--- config.mk ---
export PLATFORM = sky130hd
export DESIGN_NAME = gregorian_day_number_converter_top
export DESIGN_NICKNAME = d
export VERILOG_FILES = /design/src/design/gdnc_pkg.sv /design/src/design/gdnc_ctrl.sv /design/src/design/gdnc_dp.sv /design/src/design/gregorian_day_number_converter_top.sv
export SDC_FILE = /design/constraint.sdc
export NUM_CORES = 1
export LEC_CHECK = 0
export BUFFER_PORTS_ARGS = -buffer_cell sky130_fd_sc_hd__buf_2
export CAP_MARGIN = 20
export CORE_UTILIZATION = 23
export CTS_BUF_LIST = sky130_fd_sc_hd__clkbuf_4 sky130_fd_sc_hd__clkbuf_8
export CTS_CLUSTER_DIAMETER = 150
export DETAILED_ROUTE_END_ITERATION = 7
export PLACE_DENSITY = 0.45
export SLEW_MARGIN = 20
export SYNTH_ARGS = -nofsm -noshare
export SYNTH_HDL_FRONTEND = slang
export SYNTH_SLANG_ARGS = --single-unit
--- constraint.sdc ---
create_clock -name clk -period 12.5 [get_ports clk]
set_input_delay 2.5 -clock clk [delete_from_list [all_inputs] [get_ports clk]]
set_output_delay 2.5 -clock clk [all_outputs]
set_load 0.02 [all_outputs]
--- src/design/gdnc_pkg.sv ---
package gdnc_pkg;

  localparam int unsigned BASE_YEAR     = 1601;
  localparam int unsigned DAYS_PER_YEAR = 365;
  localparam int unsigned CENTURY       = 100;
  localparam int unsigned QUAD_CENTURY  = 400;
  localparam int unsigned FEB_LEAP_DAYS = 29;
  localparam int unsigned MAX_YEAR_DEF  = 9999;

  // floor(x / 100) == (x * DIV100_MUL) >> DIV100_SH for x below 493447
  localparam int unsigned DIV100_MUL = 335545;
  localparam int unsigned DIV100_SH  = 25;

  localparam int DAYW  = 5;
  localparam int MONW  = 4;
  localparam int YEARW = 14;
  localparam int NUMW  = 22;
  localparam int STATW = 2;
  localparam int DOYW  = 9;

  localparam logic [MONW-1:0] MONTH_FEB = 4'd2;
  localparam logic [MONW-1:0] MONTH_DEC = 4'd12;
  localparam logic [MONW-1:0] MONTH_JAN = 4'd1;

  localparam logic ACT_TO_NUM  = 1'b0;
  localparam logic ACT_TO_DATE = 1'b1;

  localparam logic [STATW-1:0] STATUS_OK       = 2'd0;
  localparam logic [STATW-1:0] STATUS_BAD_DATE = 2'd1;
  localparam logic [STATW-1:0] STATUS_BAD_NUM  = 2'd2;

  localparam logic [1:0] RES_NUM   = 2'd0;
  localparam logic [1:0] RES_DATE  = 2'd1;
  localparam logic [1:0] RES_RANGE = 2'd2;

  localparam logic [DOYW-1:0] DAYS_BEFORE [2][13] = '{
    '{9'd0, 9'd0, 9'd31, 9'd59, 9'd90, 9'd120, 9'd151, 9'd181, 9'd212, 9'd243, 9'd273,
      9'd304, 9'd334},
    '{9'd0, 9'd0, 9'd31, 9'd60, 9'd91, 9'd121, 9'd152, 9'd182, 9'd213, 9'd244, 9'd274,
      9'd305, 9'd335}
  };

  localparam logic [DAYW-1:0] MONTH_LEN [13] = '{
    5'd0, 5'd31, 5'd28, 5'd31, 5'd30, 5'd31, 5'd30, 5'd31, 5'd31, 5'd30, 5'd31, 5'd30, 5'd31
  };

  typedef struct packed {
    logic             action;
    logic [DAYW-1:0]  day_in;
    logic [MONW-1:0]  month_in;
    logic [YEARW-1:0] year_in;
    logic [NUMW-1:0]  day_number_in;
  } gdnc_in_t;

  typedef struct packed {
    logic [STATW-1:0] status;
    logic [NUMW-1:0]  day_number_out;
    logic [DAYW-1:0]  day_out;
    logic [MONW-1:0]  month_out;
    logic [YEARW-1:0] year_out;
  } gdnc_out_t;

  typedef struct packed {
    logic       load;
    logic       q_en;
    logic       leap_en;
    logic       w_en;
    logic       cmp_en;
    logic       yleap_en;
    logic       m_step;
    logic       out_load;
    logic [1:0] res_sel;
  } gdnc_cmd_t;

  typedef struct packed {
    logic action;
    logic num_bad;
    logic last_bit;
    logic month_more;
  } gdnc_sts_t;

endpackage

--- src/design/gdnc_ctrl.sv ---
module gdnc_ctrl (
  input  logic                clk,
  input  logic                rst_n,
  input  logic                in_valid,
  input  logic                in_action,
  output logic                in_stall,
  output logic                out_valid,
  input  logic                out_stall,
  input  gdnc_pkg::gdnc_sts_t sts,
  output gdnc_pkg::gdnc_cmd_t cmd
);

  localparam logic [3:0] ST_IDLE = 4'd0;
  localparam logic [3:0] ST_LQ   = 4'd1;
  localparam logic [3:0] ST_LP   = 4'd2;
  localparam logic [3:0] ST_WQ   = 4'd3;
  localparam logic [3:0] ST_WS   = 4'd4;
  localparam logic [3:0] ST_FIN0 = 4'd5;
  localparam logic [3:0] ST_CHK  = 4'd6;
  localparam logic [3:0] ST_CMP  = 4'd7;
  localparam logic [3:0] ST_YQ   = 4'd8;
  localparam logic [3:0] ST_YL   = 4'd9;
  localparam logic [3:0] ST_MS   = 4'd10;
  localparam logic [3:0] ST_FIN1 = 4'd11;
  localparam logic [3:0] ST_FINR = 4'd12;

  logic [3:0] state_r, state_nxt;
  logic       out_valid_r, out_valid_nxt;
  logic       out_free;

  assign out_free  = !out_valid_r || !out_stall;
  assign in_stall  = (state_r != ST_IDLE);
  assign out_valid = out_valid_r;

  always_comb begin
    state_nxt = state_r;
    cmd       = '0;
    unique case (state_r)
      ST_IDLE: begin
        if (in_valid) begin
          cmd.load  = 1'b1;
          state_nxt = (in_action == gdnc_pkg::ACT_TO_DATE) ? ST_CHK : ST_LQ;
        end
      end
      ST_LQ: begin
        cmd.q_en  = 1'b1;
        state_nxt = ST_LP;
      end
      ST_LP: begin
        cmd.leap_en = 1'b1;
        state_nxt   = ST_WQ;
      end
      ST_WQ: begin
        cmd.q_en  = 1'b1;
        state_nxt = ST_WS;
      end
      ST_WS: begin
        cmd.w_en  = 1'b1;
        state_nxt = (sts.action == gdnc_pkg::ACT_TO_NUM) ? ST_FIN0 : ST_CMP;
      end
      ST_FIN0: begin
        cmd.res_sel = gdnc_pkg::RES_NUM;
        if (out_free) begin
          cmd.out_load = 1'b1;
          state_nxt    = ST_IDLE;
        end
      end
      ST_CHK: begin
        state_nxt = sts.num_bad ? ST_FINR : ST_WQ;
      end
      ST_CMP: begin
        cmd.cmp_en = 1'b1;
        state_nxt  = sts.last_bit ? ST_YQ : ST_WQ;
      end
      ST_YQ: begin
        cmd.q_en  = 1'b1;
        state_nxt = ST_YL;
      end
      ST_YL: begin
        cmd.yleap_en = 1'b1;
        state_nxt    = ST_MS;
      end
      ST_MS: begin
        if (sts.month_more) begin
          cmd.m_step = 1'b1;
        end else begin
          state_nxt = ST_FIN1;
        end
      end
      ST_FIN1: begin
        cmd.res_sel = gdnc_pkg::RES_DATE;
        if (out_free) begin
          cmd.out_load = 1'b1;
          state_nxt    = ST_IDLE;
        end
      end
      ST_FINR: begin
        cmd.res_sel = gdnc_pkg::RES_RANGE;
        if (out_free) begin
          cmd.out_load = 1'b1;
          state_nxt    = ST_IDLE;
        end
      end
      default: begin
        state_nxt = ST_IDLE;
      end
    endcase
  end

  always_comb begin
    if (cmd.out_load) begin
      out_valid_nxt = 1'b1;
    end else if (!out_stall) begin
      out_valid_nxt = 1'b0;
    end else begin
      out_valid_nxt = out_valid_r;
    end
  end

  always_ff @(posedge clk) begin
    if (!rst_n) begin
      state_r     <= ST_IDLE;
      out_valid_r <= 1'b0;
    end else begin
      state_r     <= state_nxt;
      out_valid_r <= out_valid_nxt;
    end
  end

`ifndef SYNTHESIS
  a_accept_leaves_idle: assert property (@(posedge clk) disable iff (!rst_n)
    (in_valid && !in_stall) |=> (state_r != ST_IDLE))
    else $error("request accepted but controller stayed idle");

  a_result_from_final: assert property (@(posedge clk) disable iff (!rst_n)
    $rose(out_valid_r) |->
      $past(state_r == ST_FIN0 || state_r == ST_FIN1 || state_r == ST_FINR))
    else $error("result raised outside a final state");

  a_load_when_free: assert property (@(posedge clk) disable iff (!rst_n)
    (out_valid_r && out_stall) |-> !cmd.out_load)
    else $error("result overwritten while stalled");
`endif

endmodule

--- src/design/gdnc_dp.sv ---
module gdnc_dp #(
  parameter int unsigned MAX_YEAR = gdnc_pkg::MAX_YEAR_DEF
) (
  input  logic                clk,
  input  logic                rst_n,
  input  gdnc_pkg::gdnc_in_t  in_data,
  input  gdnc_pkg::gdnc_cmd_t cmd,
  output gdnc_pkg::gdnc_sts_t sts,
  output gdnc_pkg::gdnc_out_t out_data
);

  localparam int unsigned LAST_N   = MAX_YEAR - gdnc_pkg::BASE_YEAR + 1;
  localparam int unsigned LAST_DAY = LAST_N * gdnc_pkg::DAYS_PER_YEAR + LAST_N / 4
                                     - LAST_N / gdnc_pkg::CENTURY
                                     + LAST_N / gdnc_pkg::QUAD_CENTURY;
  localparam int YB   = $clog2(MAX_YEAR - gdnc_pkg::BASE_YEAR + 1);
  localparam int OPW  = $clog2(MAX_YEAR + 1);
  localparam int QW   = OPW - 6;
  localparam int WYDW = OPW + 9;
  localparam int PW   = OPW + 19;
  localparam int BCW  = (YB > 1) ? $clog2(YB) : 1;
  localparam int DOYW = gdnc_pkg::DOYW;
  localparam int MONW = gdnc_pkg::MONW;

  gdnc_pkg::gdnc_in_t  req_r;
  gdnc_pkg::gdnc_out_t out_r;
  gdnc_pkg::gdnc_out_t res_c;

  logic [OPW-1:0]  op_r;
  logic [QW-1:0]   q100_r;
  logic [WYDW-1:0] wyd_r;
  logic [WYDW-1:0] base_r;
  logic [YB-1:0]   y_r;
  logic [BCW-1:0]  bit_r;
  logic            lp_r;
  logic [DOYW-1:0] doy_r;
  logic [MONW-1:0] m_r;

  logic [PW-1:0]   qprod;
  logic [6:0]      rem100;
  logic            leap_c;
  logic [WYDW-1:0] wyd_c;
  logic            lt_c;
  logic [YB-1:0]   y_new;
  logic [MONW-1:0] m_inc;

  assign qprod  = PW'(op_r) * PW'(gdnc_pkg::DIV100_MUL);
  assign rem100 = 7'(op_r - OPW'(q100_r) * OPW'(gdnc_pkg::CENTURY));
  assign leap_c = (op_r[1:0] == 2'd0 && rem100 != 7'd0) ||
                  (rem100 == 7'd0 && q100_r[1:0] == 2'd0);
  assign wyd_c  = WYDW'(op_r) * WYDW'(gdnc_pkg::DAYS_PER_YEAR) + WYDW'(op_r >> 2)
                  - WYDW'(q100_r) + WYDW'(q100_r >> 2);
  assign lt_c   = 32'(wyd_r) < 32'(req_r.day_number_in);
  assign y_new  = lt_c ? YB'(op_r) : y_r;
  assign m_inc  = m_r + 4'd1;

  assign sts.action     = req_r.action;
  assign sts.num_bad    = (req_r.day_number_in == '0) ||
                          (32'(req_r.day_number_in) > LAST_DAY);
  assign sts.last_bit   = (bit_r == '0);
  assign sts.month_more = (m_r < gdnc_pkg::MONTH_DEC) &&
                          (doy_r > gdnc_pkg::DAYS_BEFORE[lp_r][m_inc]);

  always_comb begin
    logic            year_ok;
    logic            month_ok;
    logic [MONW-1:0] mon_idx;
    logic [4:0]      dim;
    logic            day_ok;
    year_ok  = (32'(req_r.year_in) >= gdnc_pkg::BASE_YEAR) &&
               (32'(req_r.year_in) <= MAX_YEAR);
    month_ok = (req_r.month_in != '0) && (req_r.month_in <= gdnc_pkg::MONTH_DEC);
    mon_idx  = month_ok ? req_r.month_in : gdnc_pkg::MONTH_JAN;
    dim      = (req_r.month_in == gdnc_pkg::MONTH_FEB && lp_r) ?
               5'(gdnc_pkg::FEB_LEAP_DAYS) : gdnc_pkg::MONTH_LEN[mon_idx];
    day_ok   = (req_r.day_in != '0) && (req_r.day_in <= dim);
    res_c    = '0;
    unique case (cmd.res_sel)
      gdnc_pkg::RES_NUM: begin
        if (year_ok && month_ok && day_ok) begin
          res_c.status         = gdnc_pkg::STATUS_OK;
          res_c.day_number_out = 22'(32'(wyd_r)
                                     + 32'(gdnc_pkg::DAYS_BEFORE[lp_r][mon_idx])
                                     + 32'(req_r.day_in));
        end else begin
          res_c.status = gdnc_pkg::STATUS_BAD_DATE;
        end
      end
      gdnc_pkg::RES_DATE: begin
        res_c.status    = gdnc_pkg::STATUS_OK;
        res_c.day_out   = 5'(doy_r - gdnc_pkg::DAYS_BEFORE[lp_r][m_r]);
        res_c.month_out = m_r;
        res_c.year_out  = 14'(op_r);
      end
      gdnc_pkg::RES_RANGE: begin
        res_c.status = gdnc_pkg::STATUS_BAD_NUM;
      end
      default: begin
        res_c = '0;
      end
    endcase
  end

  always_ff @(posedge clk) begin
    if (cmd.load) begin
      req_r  <= in_data;
      y_r    <= '0;
      base_r <= '0;
      bit_r  <= BCW'(YB - 1);
      if (in_data.action == gdnc_pkg::ACT_TO_DATE) begin
        op_r <= OPW'(YB'(1) << (YB - 1));
      end else begin
        op_r <= OPW'(in_data.year_in);
      end
    end
    if (cmd.q_en) begin
      q100_r <= QW'(qprod >> gdnc_pkg::DIV100_SH);
    end
    if (cmd.leap_en) begin
      lp_r <= leap_c;
      op_r <= OPW'(req_r.year_in) - OPW'(gdnc_pkg::BASE_YEAR);
    end
    if (cmd.w_en) begin
      wyd_r <= wyd_c;
    end
    if (cmd.cmp_en) begin
      y_r   <= y_new;
      bit_r <= bit_r - 1'b1;
      if (lt_c) begin
        base_r <= wyd_r;
      end
      if (bit_r == '0) begin
        op_r <= OPW'(y_new) + OPW'(gdnc_pkg::BASE_YEAR);
      end else begin
        op_r <= OPW'(y_new | (YB'(1) << (bit_r - 1'b1)));
      end
    end
    if (cmd.yleap_en) begin
      lp_r  <= leap_c;
      doy_r <= DOYW'(32'(req_r.day_number_in) - 32'(base_r));
    end
    if (cmd.out_load) begin
      out_r <= res_c;
    end
  end

  always_ff @(posedge clk) begin
    if (!rst_n) begin
      m_r <= gdnc_pkg::MONTH_JAN;
    end else if (cmd.yleap_en) begin
      m_r <= gdnc_pkg::MONTH_JAN;
    end else if (cmd.m_step) begin
      m_r <= m_inc;
    end
  end

  assign out_data = out_r;

`ifndef SYNTHESIS
  a_doy_range: assert property (@(posedge clk) disable iff (!rst_n)
    cmd.yleap_en |=> (doy_r != '0 && doy_r <= 9'd366))
    else $error("day of year out of range after year search");

  a_month_step: assert property (@(posedge clk) disable iff (!rst_n)
    cmd.m_step |=> (m_r >= 4'd2 && m_r <= gdnc_pkg::MONTH_DEC))
    else $error("month search ran past december");

  a_search_base: assert property (@(posedge clk) disable iff (!rst_n)
    cmd.cmp_en |=> (32'(base_r) < 32'(req_r.day_number_in)))
    else $error("year base not below day number");
`endif

endmodule

--- src/design/gregorian_day_number_converter_top.sv ---
// channel   dir  handshake           payload
// in_       in   in_valid/in_stall   gdnc_in_t  (action, day, month, year, day number)
// out_      out  out_valid/out_stall gdnc_out_t (status, day number, day, month, year)
//
// one request at a time; a finished result waits in the output register while
// the next request is taken
// date to day number: states LQ, LP, WQ, WS and FIN0 from acceptance to result
// day number to date: range check, then a year search over Y bits (14 at year
// limit 9999) and a month search; the shared days-in-years unit serves both
// rst_n is synchronous; out_stall only holds the result and the final state
module gregorian_day_number_converter_top #(
  parameter int unsigned MAX_YEAR = gdnc_pkg::MAX_YEAR_DEF
) (
  input  logic                clk,
  input  logic                rst_n,
  input  logic                in_valid,
  output logic                in_stall,
  input  gdnc_pkg::gdnc_in_t  in_data,
  output logic                out_valid,
  input  logic                out_stall,
  output gdnc_pkg::gdnc_out_t out_data
);

  gdnc_pkg::gdnc_cmd_t cmd;
  gdnc_pkg::gdnc_sts_t sts;

  gdnc_ctrl u_ctrl (
    .clk       (clk),
    .rst_n     (rst_n),
    .in_valid  (in_valid),
    .in_action (in_data.action),
    .in_stall  (in_stall),
    .out_valid (out_valid),
    .out_stall (out_stall),
    .sts       (sts),
    .cmd       (cmd)
  );

  gdnc_dp #(
    .MAX_YEAR (MAX_YEAR)
  ) u_dp (
    .clk      (clk),
    .rst_n    (rst_n),
    .in_data  (in_data),
    .cmd      (cmd),
    .sts      (sts),
    .out_data (out_data)
  );

endmodule

==> results of run 1 <==
layout make-up:
cell class                      count  area share, %
Antenna cell                        1         0.0120
Tap cell                         1060           6.37
Timing Repair Buffer              110           2.79
Sequential cell                   184           25.7
Clock inverter                     12          0.523
Multi-Input combinational cell   1289           57.7
Inverter                          315           5.68
Clock buffer                       20           1.23
cells by family (layout without fill, tap and decap cells):
kind of cell	after synthesis	count (layout)
AO/OA/AOI/OAI	301	301
XOR/XNOR	73	73
adder cells (fa/ha/maj)	453	453
buffers and inverters	358	457
flip-flops	184	184
multiplexers	28	28
other	1	4
AND/OR/NAND/NOR	431	431
flip-flops by register name, indices dropped and copies added (netlist names), 4 cells and up:
| signal | cells |
|---|---|
| u_dp.q100_r | 8 |
| u_dp.bit_r | 4 |
| u_dp.base_r | 9 |
| u_ctrl.state_r | 4 |
| u_dp.req_r | 45 |
| u_dp.op_r | 14 |
| u_dp.doy_r | 9 |
| u_dp.m_r | 4 |
| u_dp.wyd_r | 23 |
| u_dp.y_r | 14 |
| u_dp.out_data | 47 |
metrics by stage:
| step | worst slack, ns | utilization (%) | cell area, um2 | hold WS (ns) |
|---|---|---|---|---|
| global route | 5.53 | 25.9 | 20800 | 0.506 |
| detailed placement | 5.80 | 25.4 | 20500 | 0.460 |
| finish | 5.79 | 25.9 | 20800 | 0.471 |
| global placement | 5.94 | 25.4 | 20500 | 0.450 |
| CTS | 5.77 | 25.9 | 20800 | 0.477 |
| floorplan | 6.41 | - | 18700 | 0.433 |
cells in the final DEF (no fill, tap or decap), types with 16 or more instances in the layout:
cell type  count
inv_1        314
ha_1         280
fa_1         173
edfxtp_1     166
nor2_1       141
buf_2         98
nand2_1       90
a21oi_1       66
o21ai_0       51
xnor2_1       47
nand3_1       39
nor3_1        34
xor2_1        26
mux2i_1       25
a21o_1        23
and3_1        21
nand4_1       18
nor2b_1       18
dfxtp_1       18
clkbuf_8      17
o31ai_1       16
worst reg2reg max path: stages, from the launching register on:
cell and delay [ns]:
edfxtp_1 0.76, inv_1 0.33, ha_1 0.46, inv_1 0.11
ha_1 0.30, inv_1 0.06, fa_1 0.53, inv_1 0.06
fa_1 0.51, fa_1 0.56, inv_1 0.06, fa_1 0.50
inv_1 0.04, ha_1 0.20, or4_1 0.50, a221o_1 0.31
o2111ai_2 0.26, a21oi_2 0.13, o31a_1 0.35, a21o_1 0.22
a21oi_2 0.15, xnor2_1 0.07
final timing paths:
check	startpoint	end	slack [ns]	cells after the start
worst min-delay path	u_dp.base_r[0]	u_dp.base_r[0]	0.47	2
worst max register to register	u_dp.op_r[9]	u_dp.q100_r[7]	5.79	21
worst min register to register	u_dp.base_r[0]	u_dp.base_r[0]	0.47	2
worst max-delay path	u_dp.op_r[9]	u_dp.q100_r[7]	5.79	21
per-layer routing:
layer	part of all wire (%)	GRT usage, %
met5	0	0
met4	1.5	3.90
met3	3.0	1.56
met2	47	21.8
met1	49	18.8
==> impl_table.tex, run 1 <==
\begin{tabular}{lr}
\hline
Metric & Value \\
\hline
\multicolumn{2}{l}{\textbf{Timing}} \\
Worst Skew & 0.0152 ns \\
Normalized max-slew margin & 32.9\% \\
Count of final hold-check violations & 0 \\
Period minus WS final & 6.71 ns \\
Final number of setup-violating endpoints & 0 \\
Worst slew pin tran & 1.01 ns \\
Setup repair after global routing missed its margin & no \\
Final count of pins violating max slew & 0 \\
Maximum frequency from static timing analysis & 149 MHz \\
Final setup TNS & 0 ns \\
Final period utilization & 53.7\% \\
\multicolumn{2}{l}{\textbf{Drt}} \\
Total iterations of the first detailed-routing run & 5 \\
Antenna viol nets, final & 0 \\
Drc violations & 0 \\
DR iter-0 viols & 743 \\
Total Routed Length & 54100 um \\
Detail-routed via count per cell & 4.48 \\
Post-detailed-route wirelength per cell & 18.1 um \\
Vias post-DR & 13.4k \\
\multicolumn{2}{l}{\textbf{Layout}} \\
Fillers & 8562 \\
Final net count & 2420 \\
Fraction of layout cells with a size suffix above 1 & 8.29\% \\
Area taken by flip-flops and latches & 5350 um2 \\
Cell Count, Final, Fillers Out & 2991 \\
Synth-to-layout area growth & 11.4\% \\
Area of combinational cells with multiple inputs & 12000 um2 \\
\multicolumn{2}{l}{\textbf{Synth}} \\
Register area share after synthesis & 28.6\% \\
Ys async rst share & 0\% \\
Yosys top cell area share & 26.7\% \\
Largest cells by area after synthesis & edfxtp\_1, ha\_1, fa\_1 \\
Post-synth cell types & 74 \\
Total standard cell area after synthesis & 18700 um2 \\
Multiplexer share of the synthesized area & 1.52\% \\
Synth Area in Simple Gates & 11.0\% \\
Number of enable-type register cells in the synthesized netlist & 166 \\
Most frequent cells after synthesis & inv\_1, ha\_1, fa\_1 \\
Avg Synthesized Cell Area & 10.2 um2 \\
Adder-cell share of the synthesized area & 37.3\% \\
Most common cell in the synthesized netlist & inv\_1 \\
Gate count of the mapped netlist & 1829 \\
Combinational family with the most area after synthesis & adder cells \\
Commonest register cell after synthesis & edfxtp\_1 \\
Count of yosys warnings during synthesis & 0 \\
Xor and xnor fraction of the mapped netlist area & 3.42\% \\
Dominant cell type by area after synthesis & edfxtp\_1 \\
Synthesized-area fraction occupied by ao, oa, aoi and oai cells & 10.9\% \\
Synthesized flop and latch total & 184 \\
\multicolumn{2}{l}{\textbf{Placement}} \\
Detailed placer's ending HPWL & 44300 um \\
Final Wtd Congestion & 0.867 \\
Port bufs & 98 \\
Cell count after placement & 2958 \\
\multicolumn{2}{l}{\textbf{Die}} \\
Floorplan die area & 82400 um2 \\
IO Pins & 99 \\
Initial core utilization & 23.2\% \\
Die outline height & 287 um \\
Die outline width & 287 um \\
Rows & 104 \\
Floorplan core area & 80400 um2 \\
\multicolumn{2}{l}{\textbf{Clock network}} \\
Source-to-sink clock delay at the later pin of the worst-skew pair & 0.58 ns \\
CTS tree & yes \\
Setup Fix Bufs, Post-CTS & 0 \\
Inserted Clock Buffers & 17 \\
Clock sink total & 184 \\
H-tree depth reported by CTS & 4 \\
Total of hold buffers inserted after clock tree synthesis & 0 \\
Root Driver & clkbuf\_8 \\
Number of gates resized after cts & 0 \\
CTS max path bufs & 2 \\
Reg clk slew, reported paths & 0.11 ns \\
\multicolumn{2}{l}{\textbf{Worst setup path}} \\
Slowest cell on crit path & edfxtp\_1 \\
Critical path buffers and inverters & 6 \\
Arrival time reported for the critical path endpoint & 7.05 ns \\
Slowest cell delay on critical path & 0.76 ns \\
Most numerous cell on the critical path & inv\_1 \\
Cell Chain, Critical Path & inv\_1 > ha\_1 > inv\_1 > ha\_1 > inv\_1 > fa\_1 > inv\_1 > fa\_1 > fa\_1 > inv\_1 > fa\_1 > inv\_1 > ha\_1 > or4\_1 > a221o\_1 > o2111ai\_2 > a21oi\_2 > o31a\_1 > a21o\_1 > a21oi\_2 > xnor2\_1 \\
Crit path kind & reg2reg \\
Type of origin of the critical path & flip-flop \\
Required arrival time at the worst endpoint & 12.84 ns \\
Largest fanout on the critical path & 13 \\
Family with the most delay on the worst path & adder cells \\
CP Capture Type & flip-flop \\
\multicolumn{2}{l}{\textbf{Global routing}} \\
Grt total ovfl & 0 \\
Initial antenna violation count & 1 \\
Via count of the first global-routing pass & 13.9k \\
Maximum number of pins on one net before global-route repair & 54 \\
Combined global-route utilization of all metal layers & 13.5\% \\
First-pass GRT wire length & 83600 um \\
\multicolumn{2}{l}{\textbf{Job}} \\
Reported max-cap violation count & 0 \\
\multicolumn{2}{l}{\textbf{Hold path}} \\
Hold Path Class & reg2reg \\
\multicolumn{2}{l}{\textbf{Outcome}} \\
Result of the run & complete, no violations \\
\hline
\end{tabular}
Power of run 1 is left out: the tool's default activity adds up to more than one toggle a clock period on the data nets, which glitch-free logic cannot reach.
==> run 2: changes to the inputs <==
==> constraint.sdc (replaced) <==
create_clock -name clk -period 6.4 [get_ports clk]
set_input_delay 1.28 -clock clk [delete_from_list [all_inputs] [get_ports clk]]
set_output_delay 1.28 -clock clk [all_outputs]
set_load 0.02 [all_outputs]
==> impl_table.tex, run 2 (synthesis gave the netlist of run 1 again) <==
\begin{tabular}{lr}
\hline
Metric & Value \\
\hline
\multicolumn{2}{l}{\textbf{Outcome}} \\
Result of the run & complete, no violations (unchanged) \\
\multicolumn{2}{l}{\textbf{Clock network}} \\
Clock sink total & 184 (unchanged) \\
Reg clk slew, reported paths & 0.10 ns (was 0.11 ns) \\
Setup Fix Bufs, Post-CTS & 0 (unchanged) \\
Root Driver & clkbuf\_8 (unchanged) \\
Number of gates resized after cts & 0 (unchanged) \\
Total of hold buffers inserted after clock tree synthesis & 0 (unchanged) \\
CTS tree & yes (unchanged) \\
CTS max path bufs & 2 (unchanged) \\
Source-to-sink clock delay at the later pin of the worst-skew pair & 0.57 ns (was 0.58 ns) \\
Inserted Clock Buffers & 17 (unchanged) \\
H-tree depth reported by CTS & 4 (unchanged) \\
\multicolumn{2}{l}{\textbf{Drt}} \\
Post-detailed-route wirelength per cell & 17.9 um (was 18.1 um) \\
Vias post-DR & 13.4k (about the same) \\
Detail-routed via count per cell & 4.44 (was 4.48) \\
Total iterations of the first detailed-routing run & 5 (unchanged) \\
Drc violations & 0 (unchanged) \\
Total Routed Length & 54000 um (was 54100 um) \\
DR iter-0 viols & 783 (was 743) \\
Antenna viol nets, final & 0 (unchanged) \\
\multicolumn{2}{l}{\textbf{Timing}} \\
Min Hold Slack & 0.462 ns (was 0.471 ns) \\
Setup repair after global routing missed its margin & no (unchanged) \\
Count of final hold-check violations & 0 (unchanged) \\
Final period utilization & 94.5\% (was 53.7\%) \\
Worst slew pin tran & 1.00 ns (was 1.01 ns) \\
Period minus WS final & 6.05 ns (was 6.71 ns) \\
Normalized max-slew margin & 33.2\% (was 32.9\%) \\
Final setup TNS & 0 ns (unchanged) \\
Final number of setup-violating endpoints & 0 (unchanged) \\
Final count of pins violating max slew & 0 (unchanged) \\
Maximum frequency from static timing analysis & 165 MHz (was 149 MHz) \\
Worst Skew & 0.0235 ns (was 0.0152 ns) \\
\multicolumn{2}{l}{\textbf{Placement}} \\
Port bufs & 98 (unchanged) \\
Final Wtd Congestion & 0.886 (was 0.867) \\
Detailed placer's ending HPWL & 44700 um (was 44300 um) \\
\multicolumn{2}{l}{\textbf{Global routing}} \\
Initial antenna violation count & 1 (unchanged) \\
Via count of the first global-routing pass & 13.7k (was 13.9k) \\
Maximum number of pins on one net before global-route repair & 54 (unchanged) \\
First-pass GRT wire length & 82600 um (was 83600 um) \\
Grt total ovfl & 0 (unchanged) \\
Combined global-route utilization of all metal layers & 13.4\% (was 13.5\%) \\
\multicolumn{2}{l}{\textbf{Worst setup path}} \\
Arrival time reported for the critical path endpoint & 6.37 ns (was 7.05 ns) \\
CP Capture Type & flip-flop (unchanged) \\
Crit path kind & reg2reg (unchanged) \\
Required arrival time at the worst endpoint & 6.73 ns (was 12.84 ns) \\
Type of origin of the critical path & flip-flop (unchanged) \\
Largest fanout on the critical path & 6 (was 13) \\
\multicolumn{2}{l}{\textbf{Layout}} \\
Fraction of layout cells with a size suffix above 1 & 9.60\% (was 8.29\%) \\
Most used cells in the layout excluding fill and tap cells & inv\_1, ha\_1, fa\_1, edfxtp\_1, nor2\_1 (unchanged) \\
Fillers & 8571 (was 8562) \\
Synth-to-layout area growth & 12.6\% (was 11.4\%) \\
Commonest non-fill, non-tap cell in the layout & inv\_1 (unchanged) \\
Max reg flops & 47 (unchanged) \\
Final net count & 2448 (was 2420) \\
Post-route core utilization & 26.2\% (was 25.9\%) \\
\multicolumn{2}{l}{\textbf{Die}} \\
IO Pins & 99 (unchanged) \\
Floorplan core area & 80400 um2 (unchanged) \\
Rows & 104 (unchanged) \\
Die outline width & 287 um (unchanged) \\
Floorplan die area & 82400 um2 (unchanged) \\
Initial core utilization & 23.2\% (unchanged) \\
Die outline height & 287 um (unchanged) \\
\multicolumn{2}{l}{\textbf{Hold path}} \\
Hold Path Class & reg2reg (unchanged) \\
\multicolumn{2}{l}{\textbf{Job}} \\
Reported max-cap violation count & 0 (unchanged) \\
\hline
\end{tabular}
==> run 2: cell types whose count changed in the layout (fill, tap and decap cells not counted) <==
cell        change
clkinv_2        -1
clkinv_1        +1
clkinv_8        +1
buf_4          +28
clkinv_4        -1
xnor2_1         -1
clkinvlp_4      +1
inv_6           +1
xnor2_2         +1
clkbuf_4        -2
==> run 2: metrics by stage <==
stage	cell area, um2	setup WS, ns	std cells
2_1_floorplan	18700	0.311	1831
3_3_place_gp	20700	0.307	2986
3_5_place_dp	20700	0.302	2986
4_1_cts	21000	0.280	3018
5_1_grt	21000	0.0332	3019
6_report	21000	0.355	3019
==> run 2: worst paths after layout <==
path	from	end	slack (ns)	depth (start not counted)
worst max-delay path	u_dp.op_r[13]	u_dp.q100_r[7]	0.35	18
worst min-delay path	u_dp.base_r[0]	u_dp.base_r[0]	0.46	2
worst max register to register	u_dp.op_r[13]	u_dp.q100_r[7]	0.35	18
worst min register to register	u_dp.base_r[0]	u_dp.base_r[0]	0.46	2
==> run 2: area by class of cell <==
| class | instances | area [um2] | area share (%) |
|---|---|---|---|
| clock buffers | 18 | 241 | 1.15 |
| multi-input cells | 1289 | 12000 | 57.1 |
| clock inverters | 14 | 131 | 0.624 |
| flip-flops and latches | 184 | 5350 | 25.4 |
| diodes | 1 | 2.50 | 0.0119 |
| inverters | 315 | 1180 | 5.62 |
| repair buffers | 138 | 791 | 3.76 |
| well taps | 1060 | 1330 | 6.30 |
==> run 2: critical path, stage by stage, from the launching register on <==
cell and delay [ns]:
edfxtp_1 0.49, fa_1 0.61, inv_1 0.08, fa_1 0.52, inv_1 0.06, fa_1 0.50
fa_1 0.52, fa_1 0.58, fa_1 0.43, ha_1 0.32, a21oi_1 0.16, o21ai_0 0.10
a2111oi_1 0.39, buf_4 0.18, a21oi_2 0.07, o31a_1 0.34, a21o_1 0.23, a21oi_2 0.15
xnor2_1 0.07
==> run 2: per-layer routing <==
layer / vias up / track usage, % / routed length (um)
met5: - / 0 / 0
met4: 0 / 4.35 / 1190
met3: 55 / 2.42 / 2340
met2: 285 / 21.7 / 25200
met1: 6579 / 17.9 / 25300
li1: 6498 / - / -
Power of run 2 is left out for the same reason.
==> run 3: changes to the inputs <==
--- a/config.mk
+++ b/config.mk
@@ -12,6 +12,7 @@
 export CTS_CLUSTER_DIAMETER = 150
 export DETAILED_ROUTE_END_ITERATION = 7
 export PLACE_DENSITY = 0.45
+export RECOVER_POWER = 100
 export SLEW_MARGIN = 20
 export SYNTH_ARGS = -nofsm -noshare
 export SYNTH_HDL_FRONTEND = slang
==> impl_table.tex, run 3 (synthesis gave the netlist of run 1 again) <==
\begin{tabular}{lr}
\hline
Metric & Value \\
\hline
\multicolumn{2}{l}{\textbf{Drt}} \\
Total Routed Length & 54000 um (about the same) \\
Total iterations of the first detailed-routing run & 4 (was 5) \\
Vias post-DR & 13.5k (was 13.4k) \\
Detail-routed via count per cell & 4.46 (was 4.44) \\
DR iter-0 viols & 756 (was 783) \\
Antenna viol nets, final & 0 (unchanged) \\
Post-detailed-route wirelength per cell & 17.9 um (about the same) \\
Drc violations & 0 (unchanged) \\
\multicolumn{2}{l}{\textbf{Clock network}} \\
Number of gates resized after cts & 0 (unchanged) \\
Source-to-sink clock delay at the later pin of the worst-skew pair & 0.58 ns (was 0.57 ns) \\
CTS tree & yes (unchanged) \\
Reg clk slew, reported paths & 0.10 ns (about the same) \\
Root Driver & clkbuf\_8 (unchanged) \\
Clock sink total & 184 (unchanged) \\
H-tree depth reported by CTS & 4 (unchanged) \\
CTS max path bufs & 2 (unchanged) \\
Setup Fix Bufs, Post-CTS & 0 (unchanged) \\
Total of hold buffers inserted after clock tree synthesis & 0 (unchanged) \\
Inserted Clock Buffers & 17 (unchanged) \\
\multicolumn{2}{l}{\textbf{Placement}} \\
Detailed placer's ending HPWL & 44700 um (unchanged) \\
Final Wtd Congestion & 0.886 (unchanged) \\
Cell Area, Placed & 20700 um2 (unchanged) \\
Cell count after placement & 2986 (unchanged) \\
Port bufs & 98 (unchanged) \\
\multicolumn{2}{l}{\textbf{Die}} \\
Floorplan core area & 80400 um2 (unchanged) \\
Rows & 104 (unchanged) \\
Die outline width & 287 um (unchanged) \\
Initial core utilization & 23.2\% (unchanged) \\
IO Pins & 99 (unchanged) \\
Die outline height & 287 um (unchanged) \\
Floorplan die area & 82400 um2 (unchanged) \\
\multicolumn{2}{l}{\textbf{Hold path}} \\
Cell count of the worst hold path & 2 (unchanged) \\
Hold Path Class & reg2reg (unchanged) \\
Launch point of the worst hold path & u\_dp.base\_r[0] (unchanged) \\
Worst Hold Path EP & u\_dp.base\_r[0] (unchanged) \\
\multicolumn{2}{l}{\textbf{Global routing}} \\
Initial antenna violation count & 1 (unchanged) \\
First-pass GRT wire length & 82600 um (unchanged) \\
Grt total ovfl & 0 (unchanged) \\
Combined global-route utilization of all metal layers & 13.4\% (unchanged) \\
Maximum number of pins on one net before global-route repair & 54 (unchanged) \\
Via count of the first global-routing pass & 13.7k (unchanged) \\
\multicolumn{2}{l}{\textbf{Layout}} \\
Max reg flops & 47 (unchanged) \\
Fraction of layout cells with a size suffix above 1 & 5.52\% (was 9.60\%) \\
Finished Cell Area & 20900 um2 (was 21000 um2) \\
Synth-to-layout area growth & 11.9\% (was 12.6\%) \\
Final net count & 2448 (unchanged) \\
Cell Count, Final, Fillers Out & 3019 (unchanged) \\
Most used cells in the layout excluding fill and tap cells & inv\_1, ha\_1, fa\_1, edfxtp\_1, nor2\_1 (unchanged) \\
Commonest non-fill, non-tap cell in the layout & inv\_1 (unchanged) \\
\multicolumn{2}{l}{\textbf{Outcome}} \\
Result of the run & finished with violations (was complete, no violations) \\
Failing checks & max-capacitance violations, max-slew violations \\
\multicolumn{2}{l}{\textbf{Timing}} \\
Final count of pins violating max slew & 102 (was 0) \\
Final number of setup-violating endpoints & 0 (unchanged) \\
Count of final hold-check violations & 0 (unchanged) \\
Setup repair after global routing missed its margin & no (unchanged) \\
Maximum frequency from static timing analysis & 165 MHz (about the same) \\
Worst Skew & 0.0238 ns (was 0.0235 ns) \\
Worst slew pin tran & 3.24 ns (was 1.00 ns) \\
Normalized max-slew margin & -116\% (was 33.2\%) \\
Final setup TNS & 0 ns (unchanged) \\
Final period utilization & 94.5\% (about the same) \\
Period minus WS final & 6.05 ns (about the same) \\
\multicolumn{2}{l}{\textbf{Worst setup path}} \\
Reg-to-reg setup timing slack & 0.35 ns (about the same) \\
CP Capture Type & flip-flop (unchanged) \\
Required arrival time at the worst endpoint & 6.73 ns (about the same) \\
Crit path kind & reg2reg (unchanged) \\
Reg-to-reg critical path endpoint & u\_dp.q100\_r[7] (unchanged) \\
Largest fanout on the critical path & 6 (unchanged) \\
R2R cell count & 18 (unchanged) \\
Arrival time reported for the critical path endpoint & 6.37 ns (about the same) \\
Type of origin of the critical path & flip-flop (unchanged) \\
Startpoint of the lowest-slack register-to-register path & u\_dp.op\_r[13] (unchanged) \\
\multicolumn{2}{l}{\textbf{Job}} \\
Reported max-cap violation count & 2 (was 0) \\
\hline
\end{tabular}
[run 3: worst max-delay path by stage]
stage,cells past startpoint,slack (ns),to,startpoint
after CTS,18,0.28,u_dp.q100_r[7],u_dp.op_r[13]
after global placement,21,0.31,u_dp.q100_r[7],u_dp.op_r[13]
after detailed placement,18,0.30,u_dp.q100_r[7],u_dp.op_r[13]
final,18,0.35,u_dp.q100_r[7],u_dp.op_r[13]
after floorplan,19,0.31,u_dp.q100_r[7],u_dp.op_r[3]
after global routing,18,0.03,u_dp.q100_r[7],u_dp.op_r[13]
[run 3: final cells by class]
| type | instances | area, um2 |
|---|---|---|
| Clock buffer | 18 | 241 |
| Timing Repair Buffer | 138 | 672 |
| Clock inverter | 14 | 131 |
| Fill cell | 8615 | 59500 |
| Sequential cell | 184 | 5350 |
| Multi-Input combinational cell | 1289 | 12000 |
| Antenna cell | 1 | 2.50 |
| Inverter | 315 | 1180 |
| Tap cell | 1060 | 1330 |
[run 3: worst max-delay path, cell delays in order, from the launching register on]
cell and delay, ns:
edfxtp_1 0.49, fa_1 0.61, inv_1 0.08, fa_1 0.52
inv_1 0.06, fa_1 0.51, fa_1 0.52, fa_1 0.58
fa_1 0.43, ha_1 0.32, a21oi_1 0.16, o21ai_0 0.10
a2111oi_1 0.39, buf_4 0.18, a21oi_2 0.07, o31a_1 0.34
a21o_1 0.23, a21oi_2 0.15, xnor2_1 0.07
[run 3: through the flow]
| step | setup slack [ns] | utilization (%) | hold WS, ns |
|---|---|---|---|
| after global routing | 0.0332 | 26.0 | 0.509 |
| after global placement | 0.307 | 25.7 | 0.450 |
| final | 0.353 | 26.0 | 0.462 |
| after detailed placement | 0.302 | 25.7 | 0.452 |
| after CTS | 0.280 | 26.2 | 0.466 |
| after floorplan | 0.311 | - | 0.433 |
[run 3: per-layer routing]
| layer | GRT usage, % | vias to the layer above | wire (um) |
|---|---|---|---|
| li1 | - | 6501 | - |
| met1 | 17.9 | 6629 | 25400 |
| met2 | 21.7 | 284 | 25200 |
| met3 | 2.42 | 55 | 2280 |
| met4 | 4.35 | 0 | 1120 |
| met5 | 0 | - | 0 |
Power of run 3 is left out for the same reason.
